### config.mk
export PLATFORM = sky130hd
export DESIGN_NAME = fir_filter_q15_saturating
export DESIGN_NICKNAME = d
export VERILOG_FILES = /design/src/rtl/core/fqs_pkg.sv /design/src/rtl/core/fir_filter_q15_saturating.sv /design/src/rtl/core/fqs_mac.sv
export SDC_FILE = /design/constraint.sdc
export NUM_CORES = 2
export LEC_CHECK = 0
export ABC_AREA = 1
export CAP_MARGIN = 0
export CORE_ASPECT_RATIO = 0.5
export CORE_UTILIZATION = 59
export CTS_CLUSTER_SIZE = 10
export DETAILED_ROUTE_END_ITERATION = 10
export DONT_BUFFER_PORTS = 1
export PLACE_DENSITY = 0.78
export SKIP_LAST_GASP = 1
export SLEW_MARGIN = 20
export SYNTH_ARGS = -nofsm -noshare
export SYNTH_HDL_FRONTEND = slang
export SYNTH_SLANG_ARGS = --single-unit
### constraint.sdc
create_clock -name clk -period 7.3 [get_ports clk]
set_input_delay 1.46 -clock clk [delete_from_list [all_inputs] [get_ports clk]]
set_output_delay 1.46 -clock clk [all_outputs]
set_load 0.01 [all_outputs]
### src/rtl/core/fqs_pkg.sv
// ============================================================================
// fqs_pkg
// Shared widths, register indexes and control types for the saturating
// Q15 FIR filter and its multiply-accumulate unit.
// ============================================================================
package fqs_pkg;

    // Sample and coefficient width (Q15)
    localparam int SAMPLE_W   = 16;
    // Full product of two Q15 values
    localparam int PROD_W     = 2 * SAMPLE_W;
    // Maximum tap count and derived widths
    localparam int MAX_TAPS   = 24;
    localparam int TAP_W      = 5;
    // Accumulator: product plus headroom for 24 terms and rounding
    localparam int ACC_W      = PROD_W + 6;
    // Configuration port
    localparam int COEF_PACKS = 6;
    localparam int PACK_W     = 64;
    localparam int PACK_IDX_W = 3;
    localparam int CFG_IDX_W  = 3;
    localparam int SCALE_W    = 4;
    localparam int GROUPS_W   = 2;
    localparam int SHIFT_W    = 4;

    // Largest usable scale
    localparam logic [SCALE_W-1:0] SCALE_MAX = 4'd14;

    // Register indexes
    localparam logic [CFG_IDX_W-1:0] REG_SCALE      = 3'd0;
    localparam logic [CFG_IDX_W-1:0] REG_TAP_GROUPS = 3'd1;
    localparam logic [CFG_IDX_W-1:0] REG_COEF_0     = 3'd2;
    localparam logic [CFG_IDX_W-1:0] REG_COEF_1     = 3'd3;
    localparam logic [CFG_IDX_W-1:0] REG_COEF_2     = 3'd4;
    localparam logic [CFG_IDX_W-1:0] REG_COEF_3     = 3'd5;
    localparam logic [CFG_IDX_W-1:0] REG_COEF_4     = 3'd6;
    localparam logic [CFG_IDX_W-1:0] REG_COEF_5     = 3'd7;

    // Control from the sequencer to the multiply-accumulate unit
    typedef struct packed {
        logic clear;    // zero the accumulator and drop any product in flight
        logic issue;    // multiply the current operands this cycle
    } mac_ctrl_t;

endpackage

### src/rtl/core/fir_filter_q15_saturating.sv
// ============================================================================
// fir_filter_q15_saturating
// Q15 FIR filter with 8, 16 or 24 taps, rounding, gain shift and saturation.
// One sample beat in gives one filtered sample beat out. The block computes
// the taps one after another on a single 16x16 multiplier; taps is 8 times
// tap_groups, and zero groups gives a zero result. The input is ready again
// once the result is registered on the output, so a new sample is taken only
// after the last one is through. A result waiting on the output does not stop
// the next input beat, but a finished result that finds the output still full
// holds the filter, and its input, until that beat is taken. coef 0 weighs
// the oldest sample of the window. Configuration is to be written through the
// cfg channel only while the filter is idle; the block does not enforce this.
// ============================================================================
module fir_filter_q15_saturating
(
    input  logic                                 clk,
    input  logic                                 rst_n,

    // Configuration write channel
    input  logic                                 cfg_valid,
    output logic                                 cfg_ready,
    input  logic [fqs_pkg::CFG_IDX_W-1:0]        cfg_index,
    input  logic [fqs_pkg::PACK_W-1:0]           cfg_data,

    // Input stream
    input  logic                                 s_axis_tvalid,
    output logic                                 s_axis_tready,
    input  logic [fqs_pkg::SAMPLE_W-1:0]         s_axis_tdata,   // [15:0] sample

    // Output stream
    output logic                                 m_axis_tvalid,
    input  logic                                 m_axis_tready,
    output logic [fqs_pkg::SAMPLE_W-1:0]         m_axis_tdata    // [15:0] filtered
);

    // Sequencer states
    localparam logic [1:0] ST_IDLE  = 2'd0;
    localparam logic [1:0] ST_MAC   = 2'd1;
    localparam logic [1:0] ST_DRAIN = 2'd2;
    localparam logic [1:0] ST_FIN   = 2'd3;

    localparam logic signed [fqs_pkg::SAMPLE_W-1:0] SAT_MAX = 16'sh7FFF;
    localparam logic signed [fqs_pkg::SAMPLE_W-1:0] SAT_MIN = -16'sh8000;

    // Configuration registers
    logic [fqs_pkg::SCALE_W-1:0]  scale_reg;
    logic [fqs_pkg::GROUPS_W-1:0] tap_groups_reg;
    logic [fqs_pkg::PACK_W-1:0]   coef_pack_reg [fqs_pkg::COEF_PACKS];

    // Sample window, index 0 newest
    logic signed [fqs_pkg::SAMPLE_W-1:0] win_reg [fqs_pkg::MAX_TAPS];

    // Sequencer
    logic [1:0]                   state_reg;
    logic [1:0]                   state_next;
    logic [fqs_pkg::TAP_W-1:0]    m_reg;
    logic [fqs_pkg::TAP_W-1:0]    m_next;
    logic [fqs_pkg::TAP_W-1:0]    taps_reg;
    logic [fqs_pkg::TAP_W-1:0]    taps_now;
    logic [fqs_pkg::SHIFT_W-1:0]  shift_reg;
    logic [fqs_pkg::SCALE_W-1:0]  scale_eff;

    // Output register
    logic                                out_valid_reg;
    logic                                out_valid_next;
    logic signed [fqs_pkg::SAMPLE_W-1:0] out_data_reg;

    logic                                in_beat;
    logic                                out_beat;
    logic                                out_load;
    fqs_pkg::mac_ctrl_t                  mac_ctrl;
    logic [fqs_pkg::TAP_W-1:0]           age;
    logic [fqs_pkg::PACK_IDX_W-1:0]      pack_sel;
    logic [fqs_pkg::PACK_W-1:0]          pack_word;
    logic signed [fqs_pkg::SAMPLE_W-1:0] x_op;
    logic signed [fqs_pkg::SAMPLE_W-1:0] c_op;
    logic signed [fqs_pkg::ACC_W-1:0]    acc;
    logic signed [fqs_pkg::ACC_W-1:0]    rounded;
    logic signed [fqs_pkg::ACC_W-1:0]    shifted;
    logic signed [fqs_pkg::SAMPLE_W-1:0] sat_val;

    assign cfg_ready     = 1'b1;
    assign s_axis_tready = (state_reg == ST_IDLE);
    assign in_beat       = s_axis_tvalid && s_axis_tready;
    assign out_beat      = m_axis_tvalid && m_axis_tready;
    assign out_load      = (state_reg == ST_FIN) && (!out_valid_reg || m_axis_tready);

    // Tap count and effective scale at the start of an item
    assign taps_now  = {tap_groups_reg, 3'b000};
    assign scale_eff = (scale_reg > fqs_pkg::SCALE_MAX) ? fqs_pkg::SCALE_MAX : scale_reg;

    // Select the operands for tap m
    assign age       = taps_reg - fqs_pkg::TAP_W'(1) - m_reg;
    assign x_op      = win_reg[age];
    assign pack_sel  = m_reg[fqs_pkg::TAP_W-1:2];
    assign pack_word = coef_pack_reg[pack_sel];
    assign c_op      = pack_word[m_reg[1:0]*fqs_pkg::SAMPLE_W +: fqs_pkg::SAMPLE_W];

    // Drive the shared unit
    always_comb
    begin
        mac_ctrl.clear = in_beat;
        mac_ctrl.issue = (state_reg == ST_MAC);
    end

    fqs_mac u_mac
    (
        .clk   (clk),
        .rst_n (rst_n),
        .ctrl  (mac_ctrl),
        .x     (x_op),
        .c     (c_op),
        .acc   (acc)
    );

    // Round, shift down and saturate the finished sum
    always_comb
    begin
        rounded = acc + (fqs_pkg::ACC_W'(1) << (shift_reg - fqs_pkg::SHIFT_W'(1)));
        shifted = rounded >>> shift_reg;
        if (shifted > fqs_pkg::ACC_W'(SAT_MAX))
        begin
            sat_val = SAT_MAX;
        end
        else if (shifted < fqs_pkg::ACC_W'(SAT_MIN))
        begin
            sat_val = SAT_MIN;
        end
        else
        begin
            sat_val = shifted[fqs_pkg::SAMPLE_W-1:0];
        end
    end

    // Step through the taps
    always_comb
    begin
        state_next = state_reg;
        m_next     = m_reg;
        unique case (state_reg)
            ST_IDLE:
            begin
                m_next = '0;
                if (in_beat)
                begin
                    state_next = (taps_now == '0) ? ST_DRAIN : ST_MAC;
                end
            end
            ST_MAC:
            begin
                m_next = m_reg + fqs_pkg::TAP_W'(1);
                if (m_reg == taps_reg - fqs_pkg::TAP_W'(1))
                begin
                    state_next = ST_DRAIN;
                end
            end
            ST_DRAIN:
            begin
                state_next = ST_FIN;
            end
            ST_FIN:
            begin
                if (out_load)
                begin
                    state_next = ST_IDLE;
                end
            end
            default:
            begin
                state_next = ST_IDLE;
            end
        endcase
    end

    // Output valid: set on load, drop when the beat is taken
    always_comb
    begin
        out_valid_next = out_valid_reg;
        priority if (out_load)
        begin
            out_valid_next = 1'b1;
        end
        else if (out_beat)
        begin
            out_valid_next = 1'b0;
        end
    end

    // Control registers
    always_ff @(posedge clk or negedge rst_n)
    begin
        if (!rst_n)
        begin
            state_reg     <= ST_IDLE;
            m_reg         <= '0;
            taps_reg      <= '0;
            shift_reg     <= '0;
            out_valid_reg <= 1'b0;
        end
        else
        begin
            state_reg     <= state_next;
            m_reg         <= m_next;
            out_valid_reg <= out_valid_next;
            if (in_beat)
            begin
                taps_reg  <= taps_now;
                shift_reg <= fqs_pkg::SHIFT_W'(15) - fqs_pkg::SHIFT_W'(scale_eff);
            end
        end
    end

    // Hold the result for the output side
    always_ff @(posedge clk)
    begin
        if (out_load)
        begin
            out_data_reg <= sat_val;
        end
    end

    // Shift the new sample into the window
    always_ff @(posedge clk or negedge rst_n)
    begin
        if (!rst_n)
        begin
            for (int k = 0; k < fqs_pkg::MAX_TAPS; k++)
            begin
                win_reg[k] <= '0;
            end
        end
        else if (in_beat)
        begin
            win_reg[0] <= s_axis_tdata;
            for (int k = 1; k < fqs_pkg::MAX_TAPS; k++)
            begin
                win_reg[k] <= win_reg[k-1];
            end
        end
    end

    // Configuration writes
    always_ff @(posedge clk or negedge rst_n)
    begin
        if (!rst_n)
        begin
            scale_reg      <= '0;
            tap_groups_reg <= fqs_pkg::GROUPS_W'(1);
            for (int k = 0; k < fqs_pkg::COEF_PACKS; k++)
            begin
                coef_pack_reg[k] <= '0;
            end
        end
        else if (cfg_valid && cfg_ready)
        begin
            unique case (cfg_index)
                fqs_pkg::REG_SCALE:      scale_reg      <= cfg_data[fqs_pkg::SCALE_W-1:0];
                fqs_pkg::REG_TAP_GROUPS: tap_groups_reg <= cfg_data[fqs_pkg::GROUPS_W-1:0];
                fqs_pkg::REG_COEF_0:     coef_pack_reg[0] <= cfg_data;
                fqs_pkg::REG_COEF_1:     coef_pack_reg[1] <= cfg_data;
                fqs_pkg::REG_COEF_2:     coef_pack_reg[2] <= cfg_data;
                fqs_pkg::REG_COEF_3:     coef_pack_reg[3] <= cfg_data;
                fqs_pkg::REG_COEF_4:     coef_pack_reg[4] <= cfg_data;
                fqs_pkg::REG_COEF_5:     coef_pack_reg[5] <= cfg_data;
                default:
                begin
                end
            endcase
        end
    end

    assign m_axis_tvalid = out_valid_reg;
    assign m_axis_tdata  = out_data_reg;

    // Tap counter stays inside the active tap range while multiplying
    a_tap_range: assert property (@(posedge clk) disable iff (!rst_n)
        (state_reg == ST_MAC) |-> (m_reg < taps_reg))
        else $error("tap counter ran past the tap count");

    // An accepted sample starts the tap sweep, or drains at once with no taps
    a_start: assert property (@(posedge clk) disable iff (!rst_n)
        in_beat |=> ((state_reg == ST_MAC) || (state_reg == ST_DRAIN)))
        else $error("accepted sample did not start the sequencer");

    // A finished result waits while the output register is still full
    a_fin_wait: assert property (@(posedge clk) disable iff (!rst_n)
        ((state_reg == ST_FIN) && out_valid_reg && !m_axis_tready) |=> (state_reg == ST_FIN))
        else $error("result overwrote an untaken output beat");

    // A new output beat appears only after the finish step
    a_out_src: assert property (@(posedge clk) disable iff (!rst_n)
        $rose(out_valid_reg) |-> ($past(state_reg) == ST_FIN))
        else $error("output valid raised outside the finish step");

endmodule

### src/rtl/core/fqs_mac.sv
// ============================================================================
// fqs_mac
// Shared signed 16x16 multiplier with a registered product, followed by an
// exact wide accumulator. One product per cycle while ctrl.issue is high.
// ============================================================================
module fqs_mac
(
    input  logic                                clk,
    input  logic                                rst_n,
    input  fqs_pkg::mac_ctrl_t                  ctrl,
    input  logic signed [fqs_pkg::SAMPLE_W-1:0] x,
    input  logic signed [fqs_pkg::SAMPLE_W-1:0] c,
    output logic signed [fqs_pkg::ACC_W-1:0]    acc
);

    logic signed [fqs_pkg::PROD_W-1:0] prod_reg;
    logic signed [fqs_pkg::PROD_W-1:0] prod_next;
    logic                              prod_valid_reg;
    logic signed [fqs_pkg::ACC_W-1:0]  acc_reg;
    logic signed [fqs_pkg::ACC_W-1:0]  acc_next;

    // Multiply the operands
    assign prod_next = x * c;

    // Add the registered product into the running sum
    always_comb
    begin
        acc_next = acc_reg;
        if (prod_valid_reg)
        begin
            acc_next = acc_reg + fqs_pkg::ACC_W'(prod_reg);
        end
    end

    // Hold the product between the multiplier and the adder
    always_ff @(posedge clk)
    begin
        if (ctrl.issue)
        begin
            prod_reg <= prod_next;
        end
    end

    // Advance the accumulator
    always_ff @(posedge clk or negedge rst_n)
    begin
        if (!rst_n)
        begin
            prod_valid_reg <= 1'b0;
            acc_reg        <= '0;
        end
        else if (ctrl.clear)
        begin
            prod_valid_reg <= 1'b0;
            acc_reg        <= '0;
        end
        else
        begin
            prod_valid_reg <= ctrl.issue;
            acc_reg        <= acc_next;
        end
    end

    assign acc = acc_reg;

endmodule
**Word level (Yosys, flattened, before mapping)**

Cells that the tools add are included.

- Bitwise logic cells: 2
- Multipliers: 1
- Reductions and logical operators: 20
- Eq/ne operators: 14
- Muxes and demuxes: 19
- Shift-type cells: 3
- Magnitude comparators: 5
- Add/subtract/negate cells: 7

Operators with widths:

| cell | count |
|---|---|
| binary-select mux 64 bit (select 3 bit) | 1 |
| 2-to-1 mux 64 bit | 2 |
| binary-select mux 16 bit (select 5 bit) | 1 |
| 2-to-1 mux 38 bit | 2 |
| variable part select 64 x 7 -> 16 bit | 1 |
| 2-to-1 mux 16 bit | 3 |
| adder 38 x 32 -> 38 bit | 1 |
| adder 38 bit | 1 |
| greater-than comparator 38 x 16 -> 1 bit, second input constant | 1 |
| less-than comparator 38 x 16 -> 1 bit, second input constant | 1 |
| << shifter 1 x 4 -> 38 bit, first input constant | 1 |
| >>> shifter 38 x 4 -> 38 bit | 1 |
| multiplier 16 x 16 -> 32 bit | 1 |
| AND reduction 2 bit | 8 |
| == test 3 bit, second input constant | 4 |
| one-hot mux 5 bit (2 select lines) | 1 |
| 2-to-1 mux 2 bit | 4 |
| one-hot mux 2 bit (4 select lines) | 1 |
| == test 3 x 2 -> 1 bit, second input constant | 2 |
| >= comparator 6 bit, second input constant | 1 |
| inverter 5 -> 6 bit | 1 |
| nonzero test 2 bit | 3 |
| adder 5 x 1 -> 5 bit, second input constant | 1 |
| == test 5 bit | 1 |
| other kinds (21) | 27 |

- Output and inout bits: 19
- Logic and storage cells: 112
- Register bits: 875
- Input port bits: 88

**Logic depth before layout (Yosys ltp)**

- Word-level depth: 7
- Mapped depth: 41
- Gate-level depth less buffers: 37

**By module**

A second synthesis with hierarchy kept.

- Cells, all modules: 7,378
- Area, all modules: 55,908.6 µm²

Modules (own cells, without submodules):

| module | seq. area each (µm²) | instances | cells each | area an instance (µm²) |
|---|---|---|---|---|
| fir_filter_q15_saturating | 20,200.6 | 1 | 5,215 | 40,098.5 |
| fqs_mac | 1,936.9 | 1 | 2,163 | 15,810.2 |

**Worst setup path before layout**

No wires, ideal clock.

- Kind: register -> register
- Start: register m_reg[3] in the netlist's numbering
- End: register u_mac.prod_reg[31] in the netlist's numbering (data pin)
- Clock period less this slack: 7.685 ns
- Path slack: -0.385 ns
- Cell stages (with the launch flop): 33
- Library setup time: 0.260 ns
- Required time: 7.040 ns
- Path buffers: 4
- Data arrival time: 7.425 ns
- Cell sequence: dfrtp_1 -> inv_1 -> clkbuf_1 -> clkbuf_1 -> ha_1 -> clkinv_1 -> nor2_1 -> clkbuf_1 -> nand2_1 -> nand3_1 -> nand2_1 -> o21ai_1 -> buf_2 -> nor2_1 -> fa_1 -> fa_1 -> fa_1 -> fa_1 -> fa_1 -> inv_1 -> fa_1 -> inv_1 -> ha_1 -> a21oi_1 -> nor2_1 -> nor2_1 -> nor2_1 -> a2111oi_0 -> o311ai_0 -> a21oi_1 -> nor2_1 -> nor2_1 -> xor2_1

- Cells in the longest elaborated chain, start to end: 6
- Elaborated cells between the ends (all ways): 11
- Those cells by class: add/sub: 1; mul: 1; shift: 1; mux: 6; bitwise: 2

Ends and longest elaborated chain:

| element | line | RTL |
|---|---|---|
| from (decl) | fir_filter_q15_saturating.sv:56 | `logic [fqs_pkg::TAP_W-1:0] m_reg;` |
| from (signal assigned) | fir_filter_q15_saturating.sv:203 | `m_reg <= m_next;` |
| inverter 3 -> 4 bit (not written as such) or subtractor 5 bit (tied branches) | fir_filter_q15_saturating.sv:96, fir_filter_q15_saturating.sv:93 |  |
| binary-select mux 64 bit (select 3 bit) or inverter 5 -> 6 bit (tied branches) | fir_filter_q15_saturating.sv:96, fir_filter_q15_saturating.sv:94 |  |
| 2-to-1 mux 64 bit (not written as such) or binary-select mux 16 bit (select 5 bit) (tied branches) | fir_filter_q15_saturating.sv:96, fir_filter_q15_saturating.sv:94 |  |
| 2-to-1 mux 64 bit (not written as such) or 2-to-1 mux 16 bit (tied branches) | fir_filter_q15_saturating.sv:96, fir_filter_q15_saturating.sv:94 |  |
| variable part select 64 x 7 -> 16 bit or 2-to-1 mux 16 bit (tied branches) | fir_filter_q15_saturating.sv:97, fir_filter_q15_saturating.sv:94 |  |
| multiplier 16 x 16 -> 32 bit (*) | fqs_mac.sv:23 | `assign prod_next = x * c;` |
| net u_mac.prod_next, one bit | fqs_mac.sv:17 | `logic signed [fqs_pkg::PROD_W-1:0] prod_next;` |
| to (signal assigned) | fqs_mac.sv:40 | `prod_reg <= prod_next;` |
| to (decl) | fqs_mac.sv:16 | `logic signed [fqs_pkg::PROD_W-1:0] prod_reg;` |

The timed path passes the listed nets; every way through them passes the cells marked *. The select of a mux whose other input is x is not followed.
A chain may end at the register's enable or synchronous reset.

**Worst setup path after layout**

- Start: register m_reg[2] in the netlist's numbering
- End: register u_mac.prod_reg[29] in the netlist's numbering (data pin)

Same word-level chain as after synthesis.

==> impl_metrics.ini <==
[worst_setup_path]
critical_path_class = flip-flop to flip-flop
required_ns = 7.75
critical_path.most_common_cell = fa_1
cp_max_fo = 12
crit_family = adder cells
cpPeakStageDelay_ns = 0.56
cp-start-kind = flip-flop
arrival_ns = 7.86
worst_setup_path_end_kind = flip-flop
path_buf_inv = 12
crit_path_top_delay_cell = fa_1

[timing]
setup_viol = 3
hold_viol_final = 0
rsz0062_at_grt = yes
tightest_slew_ns = 1.00
slew_viol_final = 0
max_slew_margin = 0.330
period_minus_slack_ns = 7.40
hold_ws_ns = 0.435
skew_ns = 0.0392
clock.fmax_mhz = 135
finalCritPeriodShare = 1.01
worst_slack_ns = -0.105

[detailed_routing]
drc = 0
finalWirelength_um = 163000
vias = 47900
via_per_inst = 6.02
drtIter0Drc = 5375
ant_nets = 0
wire_per_inst_um = 20.5
first_pass_iters = 6

[clock_network]
root_buffer = clkbuf_16
hold_buffers = 0
clk_path_buf_depth = 3
cts_tree = done
cts_inserted_buffers = 98
clk_latency_ns = 0.72
htree_levels = 3
clock_sinks = 875
clkTransAtPathRegs_ns = 0.06

[synthesis]
synth-seq-cells = 875
syn_avg_cell_area_um2 = 8.12
synthAdderAreaFrac = 0.132
yosysWarnings = 0
synth_cell_types = 65
synth_top_flop_cell = dfrtp_1
syn-num-nets = 7049
synthXorXnorAreaFrac = 0.0109
synthArstFlopShare = 0.945
synth_cells = 6556
yosysSeqAreaShare = 0.416
muxShareOfSynthArea = 0.000188
synth-compound-area-share = 0.184
synth_edf_count = 48
synth_area_mm2 = 0.0533
synth-simple-area-share = 0.170
synth_top_family_by_area = compound AO/OA/AOI/OAI gates

[layout]
nets = 7228
stdcell_count = 7950
fillers = 6985
utilization = 0.688
syn2layout_area_growth_pct = 14.8
design_area_mm2 = 0.0611
final_cell_mix = nand2_1 (1,453), o21ai_0 (1,064), dfrtp_1 (822), inv_1 (805), nor2_1 (432)
drive_gt1_frac = 0.113
final_common_cell = nand2_1

[floorplanning]
pin_count = 107
die_y_um = 214
start_util = 0.600
dieArea_mm2 = 0.0916
rows = 77
core_mm2 = 0.0888
fp.dieW_um = 427

[placed_design]
port_buffers = 0
dpl.cell_count = 7778
gp_congestion = 0.962
placed_area_mm2 = 0.0570
hpwl_um = 112000

[min_path]
min_path_type = input port to asynchronous set/reset pin

[global_routing]
track_usage = 0.348
use_met1 = 0.477
grt_first_pass_wirelength_um = 251000
grt_max_degree = 270
grt.overflow.total = 0
antenna_found_initial = 2
grt_util_met2 = 0.551
gr-max-usage-layer = met2
use_met3 = 0.0589
first_global_vias = 46400

[outcome]
status = finished with violations
violations = negative setup slack

[job]
cap_violations = 0
## per-layer routing
layer	up-vias	routed length (µm)
met1	23300	66500
li1	21700	-
met3	444	13600
met5	-	0
met4	0	7680
met2	2346	75300
## per-stage QoR
step	TNS [ns]	setup WS (ns)
after floorplan	0	0.0139
after global placement	-2.76	-0.291
after detailed placement	-3.28	-0.332
after CTS	-0.0215	-0.0114
after global routing	-2.45	-0.334
final	-0.210	-0.105
## timing repair
action                     4_1_cts  5_1_grt
gates resized for setup         43      166
pin swaps                        6       23
cloned                           0       12
setup endpoints to repair       15       16
setup buffers                    0       27
## cell type report
cell class / instances / area, µm² / area share
clock buffers: 120 / 2580 / 0.0421
repair buffers: 457 / 4440 / 0.0726
diodes: 2 / 5.00 / 0.0000819
flip-flops and latches: 875 / 22200 / 0.362
multi-input cells: 4460 / 27100 / 0.443
inverters: 841 / 3200 / 0.0524
well taps: 1185 / 1480 / 0.0243
clock inverters: 8 / 181 / 0.00297
repair inverters: 2 / 27.5 / 0.000450
## Yosys cell counts (all sizes together) (12+ instances only)
| master | number | area share |
|---|---|---|
| dfrtp | 826 | 0.39 |
| clkbuf | 321 | 0.023 |
| nand4 | 20 | 0.0025 |
| a21oi | 334 | 0.031 |
| o21ai | 1103 | 0.10 |
| nand2 | 1488 | 0.11 |
| clkinv | 12 | 0.00085 |
| nand3 | 240 | 0.023 |
| o21a | 12 | 0.0017 |
| a22oi | 13 | 0.0018 |
| o211ai | 25 | 0.0035 |
| o221ai | 136 | 0.022 |
| buf | 59 | 0.0055 |
| a221oi | 37 | 0.0061 |
| inv | 829 | 0.058 |
| nor3 | 21 | 0.0029 |
| fa | 265 | 0.10 |
| xor2 | 40 | 0.0066 |
| a311o | 14 | 0.0026 |
| ha | 140 | 0.033 |
| nor2 | 457 | 0.033 |
| a22o | 17 | 0.0028 |
| xnor2 | 26 | 0.0043 |
| edfxtp | 48 | 0.027 |
## kinds of logic (layout without fill, tap and decap cells)
logic type | count (synthesis) | in the layout
compound gates | 1743 | 1743
buf+inv | 1221 | 1428
xor+xnor | 66 | 66
fa+ha+maj | 405 | 405
other cells | 1 | 3
mux | 1 | 1
simple gates | 2244 | 2244
flops | 875 | 875
## worst paths after layout
kind	from	endpoint	slack, ns	cells past startpoint
max reg2reg	m_reg[2]	u_mac.prod_reg[29]	-0.10	31
max in group asynchronous	rst_n	m_reg[2]	3.23	6
min	rst_n	u_mac.acc[36]	0.44	0
max	m_reg[2]	u_mac.prod_reg[29]	-0.10	31
min in group clk	coef_pack_reg[280]	coef_pack_reg[280]	0.48	2
min reg2reg	coef_pack_reg[280]	coef_pack_reg[280]	0.48	2
## worst reg2reg max path: cells and delay by family (launching register included)
kind,cells,cell delay [ns]
compound gates,6,1.29
xor+xnor,1,0.13
fa+ha+maj,7,3.24
buf+inv,12,1.43
flops,1,0.54
simple gates,5,0.52
Power is left out: the tool's default activity adds up to more than one toggle a clock period on the data nets, which glitch-free logic cannot reach.
